--- src/rtl/slnw_pkg.sv ---
`default_nettype none

package slnw_pkg;

    // Display geometry and number format.
    localparam int DigitCount = 6;
    localparam int FracBits   = 16;
    localparam int DotCount   = DigitCount - 1;
    localparam int ComCount   = 4;

    // Field widths of the item and result channels.
    localparam int ModeW  = 3;
    localparam int ValueW = 37;
    localparam int DecW   = 3;
    localparam int PosW   = 3;
    localparam int DigW   = 4;
    localparam int WordW  = 26;

    // Number path widths. PowW holds the largest power of ten that decimals can select.
    localparam int PowW         = 24;
    localparam int MagW         = ValueW;
    localparam int LoW          = (MagW + 1) / 2;
    localparam int HiW          = MagW - LoW;
    localparam int ProdW        = MagW + PowW;
    localparam int ScaledW      = ProdW - FracBits;
    localparam int BitsPerStage = 8;
    localparam int DabStages    = (ScaledW + BitsPerStage - 1) / BitsPerStage;
    localparam int BinW         = DabStages * BitsPerStage;
    localparam int BcdW         = 4 * DigitCount;
    localparam int SegIdxW      = $clog2(WordW);
    localparam int SegCodeW     = 7;

    // Queue between the front and the back.
    localparam int QueueDepth = 2;
    localparam int QPtrW      = $clog2(QueueDepth);
    localparam int QCntW      = $clog2(QueueDepth + 1);

    // Segment word indexes that carry the sign and the dots.
    localparam int ComSign = 2;
    localparam int ComDot  = 3;

    // Command codes on the input channel.
    localparam logic [ModeW-1:0] ModeNumber = 3'd0;
    localparam logic [ModeW-1:0] ModeDigit  = 3'd1;
    localparam logic [ModeW-1:0] ModeDot    = 3'd2;
    localparam logic [ModeW-1:0] ModeSign   = 3'd3;
    localparam logic [ModeW-1:0] ModeClear  = 3'd4;

    // Operation kinds after classification.
    localparam int KindW = 3;
    localparam logic [KindW-1:0] OpNone  = 3'd0;
    localparam logic [KindW-1:0] OpNum   = 3'd1;
    localparam logic [KindW-1:0] OpDigit = 3'd2;
    localparam logic [KindW-1:0] OpDot   = 3'd3;
    localparam logic [KindW-1:0] OpSign  = 3'd4;
    localparam logic [KindW-1:0] OpClear = 3'd5;

    typedef logic [PowW-1:0] t_pow;
    typedef logic [ComCount-1:0][WordW-1:0] t_words;

    // Control fields that travel with an operation through the back pipeline.
    typedef struct packed {
        logic [KindW-1:0] kind;
        logic             neg;
        logic             dot_en;
        logic [PosW-1:0]  dot_pos;
        logic [PosW-1:0]  pos;
        logic [DigW-1:0]  dig;
        logic             lit;
    } t_ctrl;

    // One classified operation as it sits in the queue.
    typedef struct packed {
        t_ctrl           ctrl;
        logic [MagW-1:0] mag;
        t_pow            pow;
    } t_op;

    typedef struct packed {
        logic full;
        logic empty;
    } t_q_stat;

    function automatic t_pow pow_ten(input logic [DecW-1:0] d);
        t_pow p;
        case (d)
            3'd0:    p = t_pow'(1);
            3'd1:    p = t_pow'(10);
            3'd2:    p = t_pow'(100);
            3'd3:    p = t_pow'(1000);
            3'd4:    p = t_pow'(10000);
            3'd5:    p = t_pow'(100000);
            3'd6:    p = t_pow'(1000000);
            3'd7:    p = t_pow'(10000000);
            default: p = t_pow'(1);
        endcase
        return p;
    endfunction

    // Packed as {COM3 bit, COM2 pair, COM1 pair, COM0 pair}.
    function automatic logic [SegCodeW-1:0] seg_code(input logic [DigW-1:0] d);
        logic [SegCodeW-1:0] c;
        case (d)
            4'd0:    c = {1'b1, 2'd3, 2'd2, 2'd3};
            4'd1:    c = {1'b0, 2'd2, 2'd2, 2'd0};
            4'd2:    c = {1'b1, 2'd1, 2'd3, 2'd2};
            4'd3:    c = {1'b1, 2'd2, 2'd3, 2'd2};
            4'd4:    c = {1'b0, 2'd2, 2'd3, 2'd1};
            4'd5:    c = {1'b1, 2'd2, 2'd1, 2'd3};
            4'd6:    c = {1'b1, 2'd3, 2'd1, 2'd3};
            4'd7:    c = {1'b0, 2'd2, 2'd2, 2'd2};
            4'd8:    c = {1'b1, 2'd3, 2'd3, 2'd3};
            4'd9:    c = {1'b1, 2'd2, 2'd3, 2'd3};
            default: c = '0;
        endcase
        return c;
    endfunction

    // One shift-and-add-3 step. The carry out of the top digit is dropped, so the
    // BCD register keeps the value modulo ten to the DigitCount.
    function automatic logic [BcdW-1:0] dabble_step(input logic [BcdW-1:0] bcd,
                                                    input logic b);
        logic [BcdW-1:0] adj;
        adj = bcd;
        for (int k = 0; k < DigitCount; k++) begin
            if (adj[4*k +: 4] >= 4'd5) begin
                adj[4*k +: 4] = adj[4*k +: 4] + 4'd3;
            end
        end
        return {adj[BcdW-2:0], b};
    endfunction

endpackage

`default_nettype wire

--- src/rtl/slnw_in_if.sv ---
`default_nettype none

interface slnw_in_if;
    logic                                valid;
    logic                                ready;
    logic [slnw_pkg::ModeW-1:0]          mode;
    logic signed [slnw_pkg::ValueW-1:0]  value;
    logic [slnw_pkg::DecW-1:0]           decimals;
    logic [slnw_pkg::PosW-1:0]           position;
    logic [slnw_pkg::DigW-1:0]           digit_value;
    logic                                on;

    modport source (output valid, mode, value, decimals, position, digit_value, on,
                    input ready);
    modport sink (input valid, mode, value, decimals, position, digit_value, on,
                  output ready);
endinterface

`default_nettype wire

--- src/rtl/slnw_out_if.sv ---
`default_nettype none

interface slnw_out_if;
    logic                        valid;
    logic                        ready;
    logic [slnw_pkg::WordW-1:0]  com0_word;
    logic [slnw_pkg::WordW-1:0]  com1_word;
    logic [slnw_pkg::WordW-1:0]  com2_word;
    logic [slnw_pkg::WordW-1:0]  com3_word;
    logic                        refresh_request;

    modport source (output valid, com0_word, com1_word, com2_word, com3_word,
                    refresh_request, input ready);
    modport sink (input valid, com0_word, com1_word, com2_word, com3_word,
                  refresh_request, output ready);
endinterface

`default_nettype wire

--- src/rtl/slnw_front.sv ---
`default_nettype none

module slnw_front (
    slnw_in_if.sink            i_item,
    input  slnw_pkg::t_q_stat  i_stat,
    output logic               o_push,
    output slnw_pkg::t_op      o_op
);

    logic [slnw_pkg::MagW-1:0] w_raw;
    logic                      w_neg;

    assign i_item.ready = !i_stat.full;
    assign o_push       = i_item.valid && !i_stat.full;

    assign w_raw = i_item.value;
    assign w_neg = w_raw[slnw_pkg::MagW-1];

    always_comb begin
        o_op              = '0;
        o_op.ctrl.neg     = w_neg;
        o_op.ctrl.pos     = i_item.position;
        o_op.ctrl.dig     = i_item.digit_value;
        o_op.ctrl.lit     = i_item.on;
        o_op.ctrl.dot_pos = slnw_pkg::PosW'(slnw_pkg::DigitCount - 1) - i_item.decimals;
        o_op.ctrl.dot_en  = (i_item.decimals != '0)
                            && ({1'b0, i_item.decimals}
                                < (slnw_pkg::DecW + 1)'(slnw_pkg::DigitCount));
        o_op.mag          = w_neg ? (slnw_pkg::MagW'(0) - w_raw) : w_raw;
        o_op.pow          = slnw_pkg::pow_ten(i_item.decimals);

        case (i_item.mode)
            slnw_pkg::ModeNumber: begin
                o_op.ctrl.kind = slnw_pkg::OpNum;
            end
            slnw_pkg::ModeDigit: begin
                // Digits above nine or positions off the glass leave the words alone.
                if ((i_item.digit_value <= slnw_pkg::DigW'(9))
                    && ({1'b0, i_item.position}
                        < (slnw_pkg::PosW + 1)'(slnw_pkg::DigitCount))) begin
                    o_op.ctrl.kind = slnw_pkg::OpDigit;
                end else begin
                    o_op.ctrl.kind = slnw_pkg::OpNone;
                end
            end
            slnw_pkg::ModeDot: begin
                if ({1'b0, i_item.position} < (slnw_pkg::PosW + 1)'(slnw_pkg::DotCount)) begin
                    o_op.ctrl.kind = slnw_pkg::OpDot;
                end else begin
                    o_op.ctrl.kind = slnw_pkg::OpNone;
                end
            end
            slnw_pkg::ModeSign: begin
                o_op.ctrl.kind = slnw_pkg::OpSign;
            end
            slnw_pkg::ModeClear: begin
                o_op.ctrl.kind = slnw_pkg::OpClear;
            end
            default: begin
                o_op.ctrl.kind = slnw_pkg::OpNone;
            end
        endcase
    end

endmodule

`default_nettype wire

--- src/rtl/slnw_queue.sv ---
`default_nettype none

module slnw_queue (
    input  logic               i_clk,
    input  logic               i_rst_n,
    input  logic               i_push,
    input  slnw_pkg::t_op      i_data,
    input  logic               i_pop,
    output slnw_pkg::t_op      o_data,
    output slnw_pkg::t_q_stat  o_stat
);

    slnw_pkg::t_op                r_mem [slnw_pkg::QueueDepth];
    logic [slnw_pkg::QPtrW-1:0]   r_wr;
    logic [slnw_pkg::QPtrW-1:0]   r_rd;
    logic [slnw_pkg::QCntW-1:0]   r_cnt;
    logic                         w_pop;

    function automatic logic [slnw_pkg::QPtrW-1:0] ptr_next(
        input logic [slnw_pkg::QPtrW-1:0] p);
        logic [slnw_pkg::QPtrW-1:0] n;
        if (p == slnw_pkg::QPtrW'(slnw_pkg::QueueDepth - 1)) begin
            n = '0;
        end else begin
            n = p + slnw_pkg::QPtrW'(1);
        end
        return n;
    endfunction

    assign o_stat.full  = (r_cnt == slnw_pkg::QCntW'(slnw_pkg::QueueDepth));
    assign o_stat.empty = (r_cnt == '0);
    assign w_pop        = i_pop && !o_stat.empty;
    assign o_data       = r_mem[r_rd];

    always_ff @(posedge i_clk) begin
        if (i_push) begin
            r_mem[r_wr] <= i_data;
        end
    end

    always_ff @(posedge i_clk) begin
        if (!i_rst_n) begin
            r_wr  <= '0;
            r_rd  <= '0;
            r_cnt <= '0;
        end else begin
            if (i_push) begin
                r_wr <= ptr_next(r_wr);
            end
            if (w_pop) begin
                r_rd <= ptr_next(r_rd);
            end
            if (i_push && !w_pop) begin
                r_cnt <= r_cnt + slnw_pkg::QCntW'(1);
            end else if (!i_push && w_pop) begin
                r_cnt <= r_cnt - slnw_pkg::QCntW'(1);
            end
        end
    end

endmodule

`default_nettype wire

--- src/rtl/slnw_back.sv ---
`default_nettype none

module slnw_back (
    input  logic               i_clk,
    input  logic               i_rst_n,
    input  slnw_pkg::t_op      i_head,
    input  slnw_pkg::t_q_stat  i_stat,
    output logic               o_pop,
    slnw_out_if.source         o_result
);

    localparam int Last = slnw_pkg::DabStages - 1;

    logic w_adv;

    // Stage 1: two partial products of the magnitude.
    logic                                           r_s1_valid;
    slnw_pkg::t_ctrl                                r_s1_ctrl;
    logic [slnw_pkg::LoW+slnw_pkg::PowW-1:0]        r_s1_plo;
    logic [slnw_pkg::HiW+slnw_pkg::PowW-1:0]        r_s1_phi;

    // Stage 2: rounded, scaled binary value.
    logic                                           r_s2_valid;
    slnw_pkg::t_ctrl                                r_s2_ctrl;
    logic [slnw_pkg::BinW-1:0]                      r_s2_bin;
    logic [slnw_pkg::ProdW-1:0]                     w_sum;

    // Binary to BCD stages.
    logic [slnw_pkg::DabStages-1:0]                 r_d_valid;
    slnw_pkg::t_ctrl                                r_d_ctrl [slnw_pkg::DabStages];
    logic [slnw_pkg::BcdW-1:0]                      r_d_bcd  [slnw_pkg::DabStages];
    logic [slnw_pkg::BinW-1:0]                      r_d_bin  [slnw_pkg::DabStages];
    logic [slnw_pkg::BcdW-1:0]                      n_d_bcd  [slnw_pkg::DabStages];
    logic [slnw_pkg::BinW-1:0]                      n_d_bin  [slnw_pkg::DabStages];

    // Display state, which is also the result payload.
    logic                                           r_out_valid;
    logic                                           r_refresh;
    slnw_pkg::t_words                               r_words;
    slnw_pkg::t_words                               n_words;
    slnw_pkg::t_ctrl                                w_ctrl;
    logic [slnw_pkg::BcdW-1:0]                      w_bcd;

    function automatic slnw_pkg::t_words put_digit(
        input slnw_pkg::t_words          w,
        input logic [slnw_pkg::PosW-1:0] pos,
        input logic [slnw_pkg::DigW-1:0] dig);
        logic [slnw_pkg::SegIdxW-1:0]  s;
        logic [slnw_pkg::SegCodeW-1:0] code;
        slnw_pkg::t_words              r;
        r    = w;
        s    = slnw_pkg::SegIdxW'({pos, 1'b0}) + slnw_pkg::SegIdxW'(1);
        code = slnw_pkg::seg_code(dig);
        r[0][s +: 2] = code[1:0];
        r[1][s +: 2] = code[3:2];
        r[2][s +: 2] = code[5:4];
        r[3][s]      = code[6];
        return r;
    endfunction

    function automatic logic [slnw_pkg::SegIdxW-1:0] dot_index(
        input logic [slnw_pkg::PosW-1:0] pos);
        return slnw_pkg::SegIdxW'({pos, 1'b0}) + slnw_pkg::SegIdxW'(2);
    endfunction

    // The whole pipeline moves together; it holds only while a result waits.
    assign w_adv = !r_out_valid || o_result.ready;
    assign o_pop = w_adv && !i_stat.empty;

    assign w_sum = slnw_pkg::ProdW'(r_s1_plo)
                   + (slnw_pkg::ProdW'(r_s1_phi) << slnw_pkg::LoW)
                   + (slnw_pkg::ProdW'(1) << (slnw_pkg::FracBits - 1));

    always_comb begin
        logic [slnw_pkg::BcdW-1:0] bcd;
        logic [slnw_pkg::BinW-1:0] bin;
        for (int k = 0; k < slnw_pkg::DabStages; k++) begin
            if (k == 0) begin
                bcd = '0;
                bin = r_s2_bin;
            end else begin
                bcd = r_d_bcd[k-1];
                bin = r_d_bin[k-1];
            end
            for (int j = 0; j < slnw_pkg::BitsPerStage; j++) begin
                bcd = slnw_pkg::dabble_step(bcd, bin[slnw_pkg::BinW-1]);
                bin = bin << 1;
            end
            n_d_bcd[k] = bcd;
            n_d_bin[k] = bin;
        end
    end

    assign w_ctrl = r_d_ctrl[Last];
    assign w_bcd  = r_d_bcd[Last];

    always_comb begin
        n_words = r_words;
        case (w_ctrl.kind)
            slnw_pkg::OpNum: begin
                for (int p = 0; p < slnw_pkg::DigitCount; p++) begin
                    n_words = put_digit(n_words, slnw_pkg::PosW'(p),
                                        w_bcd[4*(slnw_pkg::DigitCount-1-p) +: 4]);
                end
                for (int p = 0; p < slnw_pkg::DotCount; p++) begin
                    n_words[slnw_pkg::ComDot][dot_index(slnw_pkg::PosW'(p))] = 1'b0;
                end
                if (w_ctrl.dot_en) begin
                    n_words[slnw_pkg::ComDot][dot_index(w_ctrl.dot_pos)] = 1'b1;
                end
                n_words[slnw_pkg::ComSign][0] = w_ctrl.neg;
            end
            slnw_pkg::OpDigit: begin
                n_words = put_digit(r_words, w_ctrl.pos, w_ctrl.dig);
            end
            slnw_pkg::OpDot: begin
                n_words[slnw_pkg::ComDot][dot_index(w_ctrl.pos)] = w_ctrl.lit;
            end
            slnw_pkg::OpSign: begin
                n_words[slnw_pkg::ComSign][0] = w_ctrl.lit;
            end
            slnw_pkg::OpClear: begin
                n_words = '0;
            end
            default: begin
                n_words = r_words;
            end
        endcase
    end

    // Control and display state.
    always_ff @(posedge i_clk) begin
        if (!i_rst_n) begin
            r_s1_valid  <= 1'b0;
            r_s2_valid  <= 1'b0;
            r_d_valid   <= '0;
            r_out_valid <= 1'b0;
            r_refresh   <= 1'b0;
            r_words     <= '0;
        end else if (w_adv) begin
            r_s1_valid  <= !i_stat.empty;
            r_s2_valid  <= r_s1_valid;
            r_d_valid   <= {r_d_valid[slnw_pkg::DabStages-2:0], r_s2_valid};
            r_out_valid <= r_d_valid[Last];
            if (r_d_valid[Last]) begin
                r_words   <= n_words;
                r_refresh <= (w_ctrl.kind == slnw_pkg::OpNum);
            end
        end
    end

    // Datapath registers.
    always_ff @(posedge i_clk) begin
        if (w_adv) begin
            r_s1_ctrl <= i_head.ctrl;
            r_s1_plo  <= i_head.mag[slnw_pkg::LoW-1:0] * i_head.pow;
            r_s1_phi  <= i_head.mag[slnw_pkg::MagW-1:slnw_pkg::LoW] * i_head.pow;
            r_s2_ctrl <= r_s1_ctrl;
            r_s2_bin  <= slnw_pkg::BinW'(w_sum >> slnw_pkg::FracBits);
            for (int k = 0; k < slnw_pkg::DabStages; k++) begin
                r_d_ctrl[k] <= (k == 0) ? r_s2_ctrl : r_d_ctrl[k-1];
                r_d_bcd[k]  <= n_d_bcd[k];
                r_d_bin[k]  <= n_d_bin[k];
            end
        end
    end

    assign o_result.valid           = r_out_valid;
    assign o_result.com0_word       = r_words[0];
    assign o_result.com1_word       = r_words[1];
    assign o_result.com2_word       = r_words[2];
    assign o_result.com3_word       = r_words[3];
    assign o_result.refresh_request = r_refresh;

endmodule

`default_nettype wire

--- src/rtl/segment_lcd_number_writer.sv ---
`default_nettype none

// Channel    Direction  Payload
// i_item     in         mode, value, decimals, position, digit_value, on
// o_result   out        com0_word .. com3_word, refresh_request
//
// Every transaction is accepted at one per cycle while the queue is not full and
// produces exactly one result. A result passes through the two-entry queue, one
// multiply stage, one round-and-scale stage, six binary-to-BCD stages of eight
// bits each, and the output register that also holds the segment words.
// Reset clears the segment words and all valid flags.
// A stalled result freezes the back pipeline; the front keeps taking transactions
// until the queue is full.

module segment_lcd_number_writer (
    input  logic        i_clk,
    input  logic        i_rst_n,
    slnw_in_if.sink     i_item,
    slnw_out_if.source  o_result
);

    // The front classifies each command and works out the magnitude and the
    // power of ten for number writes, so the back only sees ready-made operations.
    slnw_pkg::t_op      w_op;
    slnw_pkg::t_op      w_head;
    slnw_pkg::t_q_stat  w_stat;
    logic               w_push;
    logic               w_pop;

    slnw_front u_front (
        .i_item (i_item),
        .i_stat (w_stat),
        .o_push (w_push),
        .o_op   (w_op)
    );

    // The queue lets the front keep accepting while the back waits on the sink.
    slnw_queue u_queue (
        .i_clk   (i_clk),
        .i_rst_n (i_rst_n),
        .i_push  (w_push),
        .i_data  (w_op),
        .i_pop   (w_pop),
        .o_data  (w_head),
        .o_stat  (w_stat)
    );

    // The back scales, rounds, converts to decimal digits and edits the words.
    slnw_back u_back (
        .i_clk    (i_clk),
        .i_rst_n  (i_rst_n),
        .i_head   (w_head),
        .i_stat   (w_stat),
        .o_pop    (w_pop),
        .o_result (o_result)
    );

endmodule

`default_nettype wire
--- src/flat_wrapper.sv ---
// flat-port wrapper written by rule: the top's interface ports become plain ports
module segment_lcd_number_writer_flat 
  (i_clk, i_rst_n, i_item_valid, i_item_mode, i_item_value, i_item_decimals, i_item_position, i_item_digit_value, i_item_on, i_item_ready, o_result_valid, o_result_com0_word, o_result_com1_word, o_result_com2_word, o_result_com3_word, o_result_refresh_request, o_result_ready);
  slnw_in_if i_item_i ();
  slnw_out_if o_result_i ();
  input  logic i_clk;
  input  logic i_rst_n;
  input wire logic [$bits(i_item_i.valid)-1:0] i_item_valid;
  input wire logic [$bits(i_item_i.mode)-1:0] i_item_mode;
  input wire logic [$bits(i_item_i.value)-1:0] i_item_value;
  input wire logic [$bits(i_item_i.decimals)-1:0] i_item_decimals;
  input wire logic [$bits(i_item_i.position)-1:0] i_item_position;
  input wire logic [$bits(i_item_i.digit_value)-1:0] i_item_digit_value;
  input wire logic [$bits(i_item_i.on)-1:0] i_item_on;
  output wire logic [$bits(i_item_i.ready)-1:0] i_item_ready;
  output wire logic [$bits(o_result_i.valid)-1:0] o_result_valid;
  output wire logic [$bits(o_result_i.com0_word)-1:0] o_result_com0_word;
  output wire logic [$bits(o_result_i.com1_word)-1:0] o_result_com1_word;
  output wire logic [$bits(o_result_i.com2_word)-1:0] o_result_com2_word;
  output wire logic [$bits(o_result_i.com3_word)-1:0] o_result_com3_word;
  output wire logic [$bits(o_result_i.refresh_request)-1:0] o_result_refresh_request;
  input wire logic [$bits(o_result_i.ready)-1:0] o_result_ready;
  assign i_item_i.valid = i_item_valid;
  assign i_item_i.mode = i_item_mode;
  assign i_item_i.value = i_item_value;
  assign i_item_i.decimals = i_item_decimals;
  assign i_item_i.position = i_item_position;
  assign i_item_i.digit_value = i_item_digit_value;
  assign i_item_i.on = i_item_on;
  assign i_item_ready = i_item_i.ready;
  assign o_result_valid = o_result_i.valid;
  assign o_result_com0_word = o_result_i.com0_word;
  assign o_result_com1_word = o_result_i.com1_word;
  assign o_result_com2_word = o_result_i.com2_word;
  assign o_result_com3_word = o_result_i.com3_word;
  assign o_result_refresh_request = o_result_i.refresh_request;
  assign o_result_i.ready = o_result_ready;
  segment_lcd_number_writer u_core (.i_clk(i_clk), .i_rst_n(i_rst_n), .i_item(i_item_i), .o_result(o_result_i));
endmodule
--- config.mk ---
export PLATFORM = sky130hd
export DESIGN_NAME = segment_lcd_number_writer_flat
export DESIGN_NICKNAME = d
export VERILOG_FILES = /design/src/rtl/slnw_pkg.sv /design/src/rtl/slnw_in_if.sv /design/src/rtl/slnw_out_if.sv /design/src/rtl/slnw_front.sv /design/src/rtl/slnw_queue.sv /design/src/rtl/slnw_back.sv /design/src/rtl/segment_lcd_number_writer.sv /design/src/flat_wrapper.sv
export SDC_FILE = /design/constraint.sdc
export NUM_CORES = 2
export LEC_CHECK = 0
export BUFFER_PORTS_ARGS = -buffer_cell sky130_fd_sc_hd__buf_2
export CAP_MARGIN = 10
export CELL_PAD_IN_SITES_DETAIL_PLACEMENT = 0
export CELL_PAD_IN_SITES_GLOBAL_PLACEMENT = 1
export CORE_MARGIN = 2
export CORE_UTILIZATION = 35
export DETAILED_ROUTE_END_ITERATION = 10
export GPL_TIMING_DRIVEN = 0
export HOLD_SLACK_MARGIN = 0.12
export PLACE_DENSITY_LB_ADDON = 0.1
export SLEW_MARGIN = 0
export SYNTH_ARGS = -nofsm -noshare
export SYNTH_HDL_FRONTEND = slang
export SYNTH_SLANG_ARGS = --single-unit
--- constraint.sdc ---
create_clock -name i_clk -period 16.4 [get_ports i_clk]
set_input_delay 1.64 -clock i_clk [delete_from_list [all_inputs] [get_ports i_clk]]
set_output_delay 1.64 -clock i_clk [all_outputs]
set_load 0.01 [all_outputs]
# Word-level counts from Yosys, hierarchy flattened
# Memories as Yosys holds them, arrays and structs flattened. A register that Yosys moved wholly into a read port is not among the register bits.
# Index checks and enable logic that the tools add are counted.
[word_totals]
register_bits = 280
ram_bits = 634
mem_bits_ro = 952
in_bits = 55
n_memories = 12
[memory_table]
columns = ["name", "words", "word_bits", "read_ports", "rd_clocked_by_memory_dff", "wr", "line_no", "text"]
rows = [
  ["u_core.u_back.r_d_bin", 6, 40, 5, 0, 6, "slnw_back.sv:32", "logic [slnw_pkg::BinW-1:0] r_d_bin [slnw_pkg::DabStages];"],
  ["(name not given)", 8, 21, 1, 0, 0, "slnw_pkg.sv:86", "case (d)"],
  ["u_core.u_queue.r_mem", 2, 77, 1, 1, 1, "slnw_queue.sv:13", "slnw_pkg::t_op r_mem [slnw_pkg::QueueDepth];"],
  ["u_core.u_back.r_d_bcd", 6, 24, 6, 0, 6, "slnw_back.sv:31", "logic [slnw_pkg::BcdW-1:0] r_d_bcd [slnw_pkg::DabStages];"],
  ["(name not given)", 16, 7, 1, 0, 0, "slnw_pkg.sv:103", "case (d)"],
  ["(name not given)", 16, 7, 1, 0, 0, "slnw_pkg.sv:103", ""],
  ["6 more memories", "--", "--", "--", "--", "--", "--", ""],
]
[op_classes]
addsub = 262
mul = 2
n_lt_le_gt_ge = 260
n_eq_ne = 11
shifts = 4
mux = 287
n_bitwise = 2
reduce_logical = 30
[op_table]
columns = ["cell", "count"]
rows = [
  ["4-bit by 3-bit greater-or-equal comparator with 1-bit output (second input constant)", 246],
  ["4-bit two-way mux", 210],
  ["4-bit by 2-bit adder with 4-bit output (second input constant)", 206],
  ["52-bit one-hot mux with 3 select lines", 1],
  ["26-bit bitwise mux", 5],
  ["3-bit by 2-bit adder with 3-bit output (second input constant)", 40],
  ["3-bit two-way mux", 40],
  ["26-bit one-hot mux with 4 select lines", 1],
  ["2-bit by 7-bit indexed part select with 26-bit output", 3],
  ["25-bit one-hot mux with 3 select lines", 1],
  ["43-bit by 61-bit adder with 61-bit output", 1],
  ["61-bit by 16-bit adder with 61-bit output (second input constant)", 1],
  ["7-bit two-way mux", 7],
  ["19-bit by 24-bit multiplier with 43-bit output", 1],
  ["18-bit by 24-bit multiplier with 42-bit output", 1],
  ["37-bit two-way mux", 1],
  ["1-bit by 37-bit subtractor with 37-bit output (first input constant)", 1],
  ["26-bit two-way mux", 1],
  ["26-bit OR", 1],
  ["2-bit by 7-bit variable shift with 26-bit output (first input constant)", 1],
  ["5-bit by 6-bit < comparator with 1-bit output (second input constant)", 3],
  ["1-bit demux with 5-bit select", 3],
  ["5-bit by 1-bit greater-or-equal comparator with 1-bit output (second input constant)", 3],
  ["3-bit one-hot mux with 5 select lines", 1],
  ["other kinds (31)", 79],
]

# Logic depth before layout (Yosys ltp)
# An unclocked memory read counts as a cell.
[depth]
ltp_word = 17
ltp_mapped = 41
mapped_depth_nobuf = 41

# Hierarchy
# A second synthesis with hierarchy kept.
[hier_totals]
cells_unflattened = 9035
area_unflattened_um2 = 82619.2
[by_module_without_submodules]
columns = ["module", "n_inst", "cells_each", "area_per_inst_um2"]
rows = [
  ["slnw_back", 1, 8583, 75289.7],
  ["slnw_queue", 1, 262, 5891.9],
  ["slnw_front", 1, 190, 1437.6],
]

# Least setup slack after synthesis
# OpenSTA, ideal clock, no wires.
[synth_path]
path_type = "in2reg"
start = "input o_result_ready"
end = "register u_core.u_queue.r_cnt[1] (netlist name)"
setup_ps = 76
t_arrival_ps = 15186
path_slack_ps = 1139
stages = 7
path_buffers = 1
cell_sequence = "nor2b_1 > clkbuf_1 > clkinv_1 > o21ai_0 > ha_1 > or3_1 > a21boi_0"
[synth_between]
elab_chain_len = 6
[synth_rtl]
columns = ["element", "line_no", "text"]
rows = [
  ["from (decl)", "flat_wrapper.sv:22", "input wire logic [$bits(o_result_i.ready)-1:0] o_result_ready;"],
  ["1-bit logical OR *", "slnw_back.sv:67", "assign w_adv = !r_out_valid || o_result.ready;"],
  ["1-bit logical AND *", "slnw_back.sv:68", "assign o_pop = w_adv && !i_stat.empty;"],
  ["1-bit logical AND *", "slnw_queue.sv:32", "assign w_pop = i_pop && !o_stat.empty;"],
  ["1-bit zero test", "slnw_queue.sv:53", "if (i_push && !w_pop) begin"],
  ["1-bit logical AND", "slnw_queue.sv:53", ""],
  ["2-bit two-way mux / 2-bit nonzero test (equally long branches)", "--", ""],
  ["to (signal assigned)", "slnw_queue.sv:54", "r_cnt <= r_cnt + slnw_pkg::QCntW'(1);"],
  ["to (signal assigned)", "slnw_queue.sv:56", "r_cnt <= r_cnt - slnw_pkg::QCntW'(1);"],
  ["to (decl)", "slnw_queue.sv:16", "logic [slnw_pkg::QCntW-1:0] r_cnt;"],
]
# Every way passes the cells marked *; elsewhere a longest branch is shown, timed or not.
# A chain may end at the register's enable or synchronous reset.

==> flow_metrics.tcl <==
set metrics [dict create \
    start_kind "flip-flop" \
    detail_route.wl_per_cell_um 18.5 \
    drt_wl_total_um 217000 \
    vias_per_cell 5.29 \
    die_w_um 474 \
    antenna_left 0 \
    setup_violations 0 \
    fin_nets 9865 \
    finalClockSkew_ns 0.0732 \
    avgSynthCellArea_um2 9.23 \
    antenna_found_initial 3 \
    ys.flop_type "edfxtp_1" \
    tritoncts "done" \
    syn-num-nets 9584 \
    r2r_slack_ns 4.52 \
    drv_cap 0 \
    vias 61850 \
    crit_arrival_ns 12.45 \
    drv_slew 0 \
    synth-edff-count 620 \
    grt_start_max_net_pins 95 \
    fin_cells 11702 \
    crit_family "compound AO/OA/AOI/OAI gates" \
    worst_pin_slew_ns 1.34 \
    finalHoldViolCount 0 \
    synth_cells 8391 \
    nFillCells 22261 \
    hpwl_um 170000 \
    rsz0062_at_grt "false" \
    die-area_um2 225000 \
    yosysSeqAreaShare_pct 27.1 \
    cts-htree-levels 3 \
    cts_root_buf "clkbuf_16" \
    fin_ws_ns 4.52 \
    pre_cts_ws_ns 4.50 \
    async_flop_share_pct 0 \
    first_iter_violations 4097 \
    yosys_warnings 0 \
    critical_path_buf_inv_count 6 \
    max_freq_mhz 84.2 \
    yosys.area.top_type "edfxtp_1" \
    yosys_register_bits 739 \
    cts.sinks 739 \
    ctsHoldBuffers 0 \
    dpl.cell_count 11533 \
    grt_pass1_wl_um 341000 \
    area_growth_pct 10.4 \
    ys_types 137 \
    core-area_um2 220000 \
    yosys-top-cells-count "inv_1 (945), nand2_1 (772), nor2_1 (708)" \
    end_kind "flip-flop" \
    die_h_um 474 \
    track_usage_pct 19.0 \
    clk_latency_ns 0.77 \
    crit_required_ns 16.97 \
    max_slew_margin_pct 10.5 \
    place_congestion 0.912 \
    post_cts_buffers 0 \
    cts_made_buffers 92 \
    drtPass1Iterations 8 \
    fin_util_pct 38.9 \
    critPathMostFrequentCell "fa_1" \
    clockBufferDepth 3 \
    status "completed" \
    drive_gt1_share_pct 8.98 \
    overflow 0 \
    io_pins 162 \
    port_buffers 161 \
    cts.reportedPaths.clkPinSlew_ns 0.06 \
    drt_drc_violations_left 0 \
    critPathKind "flip-flop to flip-flop" \
    min_period_ns 11.88 \
    hp-class "flip-flop to flip-flop" \
    holdWs_ns 0.396 \
    synth_top_area_share_pct 24.0 \
    worst-path-max-fanout 10 \
    critical-path-max-stage-delay_ns 0.93 \
    synth_most_common_cell "inv_1" \
    min_period_over_period_pct 72.4 \
    min-delay-start "u_core.u_back.r_d_bin[2][19]" \
    initial_utilization_pct 35.2 \
    grt_pass1_vias 60677 \
    cts_resized 0 \
    rows 172 \
    syn_area_um2 77500 \
    cp_slowest_cell "clkbuf_1" \
    yosys-top-cells-area "edfxtp_1 (24%), fa_1 (16%), ha_1 (8.4%), inv_1 (4.6%), nand2_1 (3.7%)" \
]
cell type report:
type                            count  area (µm²)  area share [%]
Antenna cell                        2        5.00         0.00585
Buffer                            303        1270            1.48
Clock buffer                      117        2430            2.84
Clock inverter                     47         594           0.695
Inverter                          963        3620            4.24
Multi-Input combinational cell   6386       51600            60.4
Sequential cell                   739       21000            24.6
Tap cell                         2958        3700            4.33
Timing Repair Buffer              187        1250            1.46
routing by layer:
layer / vias up / track usage [%] / part of all wire (%)
li1: 30252 / - / -
met1: 30112 / 26.8 / 47
met2: 1267 / 30.3 / 45
met3: 215 / 3.04 / 5.0
met4: 4 / 4.43 / 2.2
met5: - / 0 / 0.011
stage by stage:
stage               setup TNS [ns]  area (µm²)
floorplan                        0       77500
global placement          -2525.99       82000
detailed placement               0       82400
CTS                              0       85500
global route                     0       85500
finish                           0       85500
flip-flops by register name, summed over array words and instances (netlist names), 2 cells and up, named ones only:
register and cells:
u_core.u_back.o_result.com0_word 26, u_core.u_queue.r_cnt 2, u_core.u_back.r_s2_bin 45, u_core.u_back.o_result.com1_word 26
u_core.u_back.r_s2_ctrl 16, u_core.u_back.r_d_bin 120, u_core.u_back.r_d_bcd 119, u_core.u_back.r_d_ctrl 96
u_core.u_back.r_s1_phi 42, u_core.u_back.o_result.com3_word 26, u_core.u_back.r_s1_ctrl 16, u_core.u_back.o_result.com2_word 26
u_core.u_queue.r_mem 138, u_core.u_back.r_d_valid 6, u_core.u_back.r_s1_plo 28
worst reg2reg max path: stages (launching register included):
cell and delay (ns):
dfxtp_1 0.38, clkbuf_1 0.54, buf_1 0.66, buf_1 0.75
mux2i_1 0.68, clkbuf_1 0.93, nor2_1 0.15, fa_1 0.48
fa_1 0.52, fa_1 0.55, inv_1 0.05, fa_1 0.51
inv_1 0.06, fa_1 0.48, fa_1 0.51, ha_1 0.22
a2111oi_0 0.52, a21oi_1 0.29, o41ai_2 0.76, a211oi_1 0.28
o31a_1 0.42, a311o_1 0.43, and4_1 0.24, o31ai_1 0.30
a21boi_1 0.16, o21a_1 0.23, or4b_1 0.47, nand3_1 0.12
path summary, 6_finish.rpt:
kind	endpoint	depth (start not counted)
max	u_core.u_back.r_s1_plo[42]	27
max reg2reg	u_core.u_back.r_s1_plo[42]	27
min	u_core.u_back.r_d_bin[3][27]	0
min reg2reg	u_core.u_back.r_d_bin[3][27]	0
logic make-up (layout without fill, tap and decap cells):
logic type | Yosys count | in the layout | synth area share, %
AND/OR/NAND/NOR | 2482 | 2482 | 15.1
AO/OA/AOI/OAI | 2146 | 2146 | 19.0
buffers and inverters | 1266 | 1617 | 6.31
adder cells (fa/ha/maj) | 1149 | 1149 | 24.5
flip-flops | 739 | 739 | 27.1
XOR/XNOR | 308 | 308 | 3.76
multiplexers | 301 | 301 | 4.20
other | 0 | 2 | 0
cells in the final DEF, fill, tap and decap left out, types with 120 or more instances in the layout:
| cell type | count |
|---|---|
| a21oi_1 | 469 |
| and2_1 | 134 |
| buf_2 | 215 |
| clkbuf_1 | 240 |
| edfxtp_1 | 620 |
| fa_1 | 619 |
| ha_1 | 519 |
| inv_1 | 945 |
| mux2_2 | 132 |
| mux2i_1 | 142 |
| nand2_1 | 772 |
| nand2b_1 | 120 |
| nand3_1 | 145 |
| nor2_1 | 707 |
| nor3_1 | 161 |
| o21ai_0 | 377 |
| xnor2_1 | 220 |
Power is left out: the tool's default activity adds up to more than one toggle a clock period on the data nets, which glitch-free logic cannot reach.
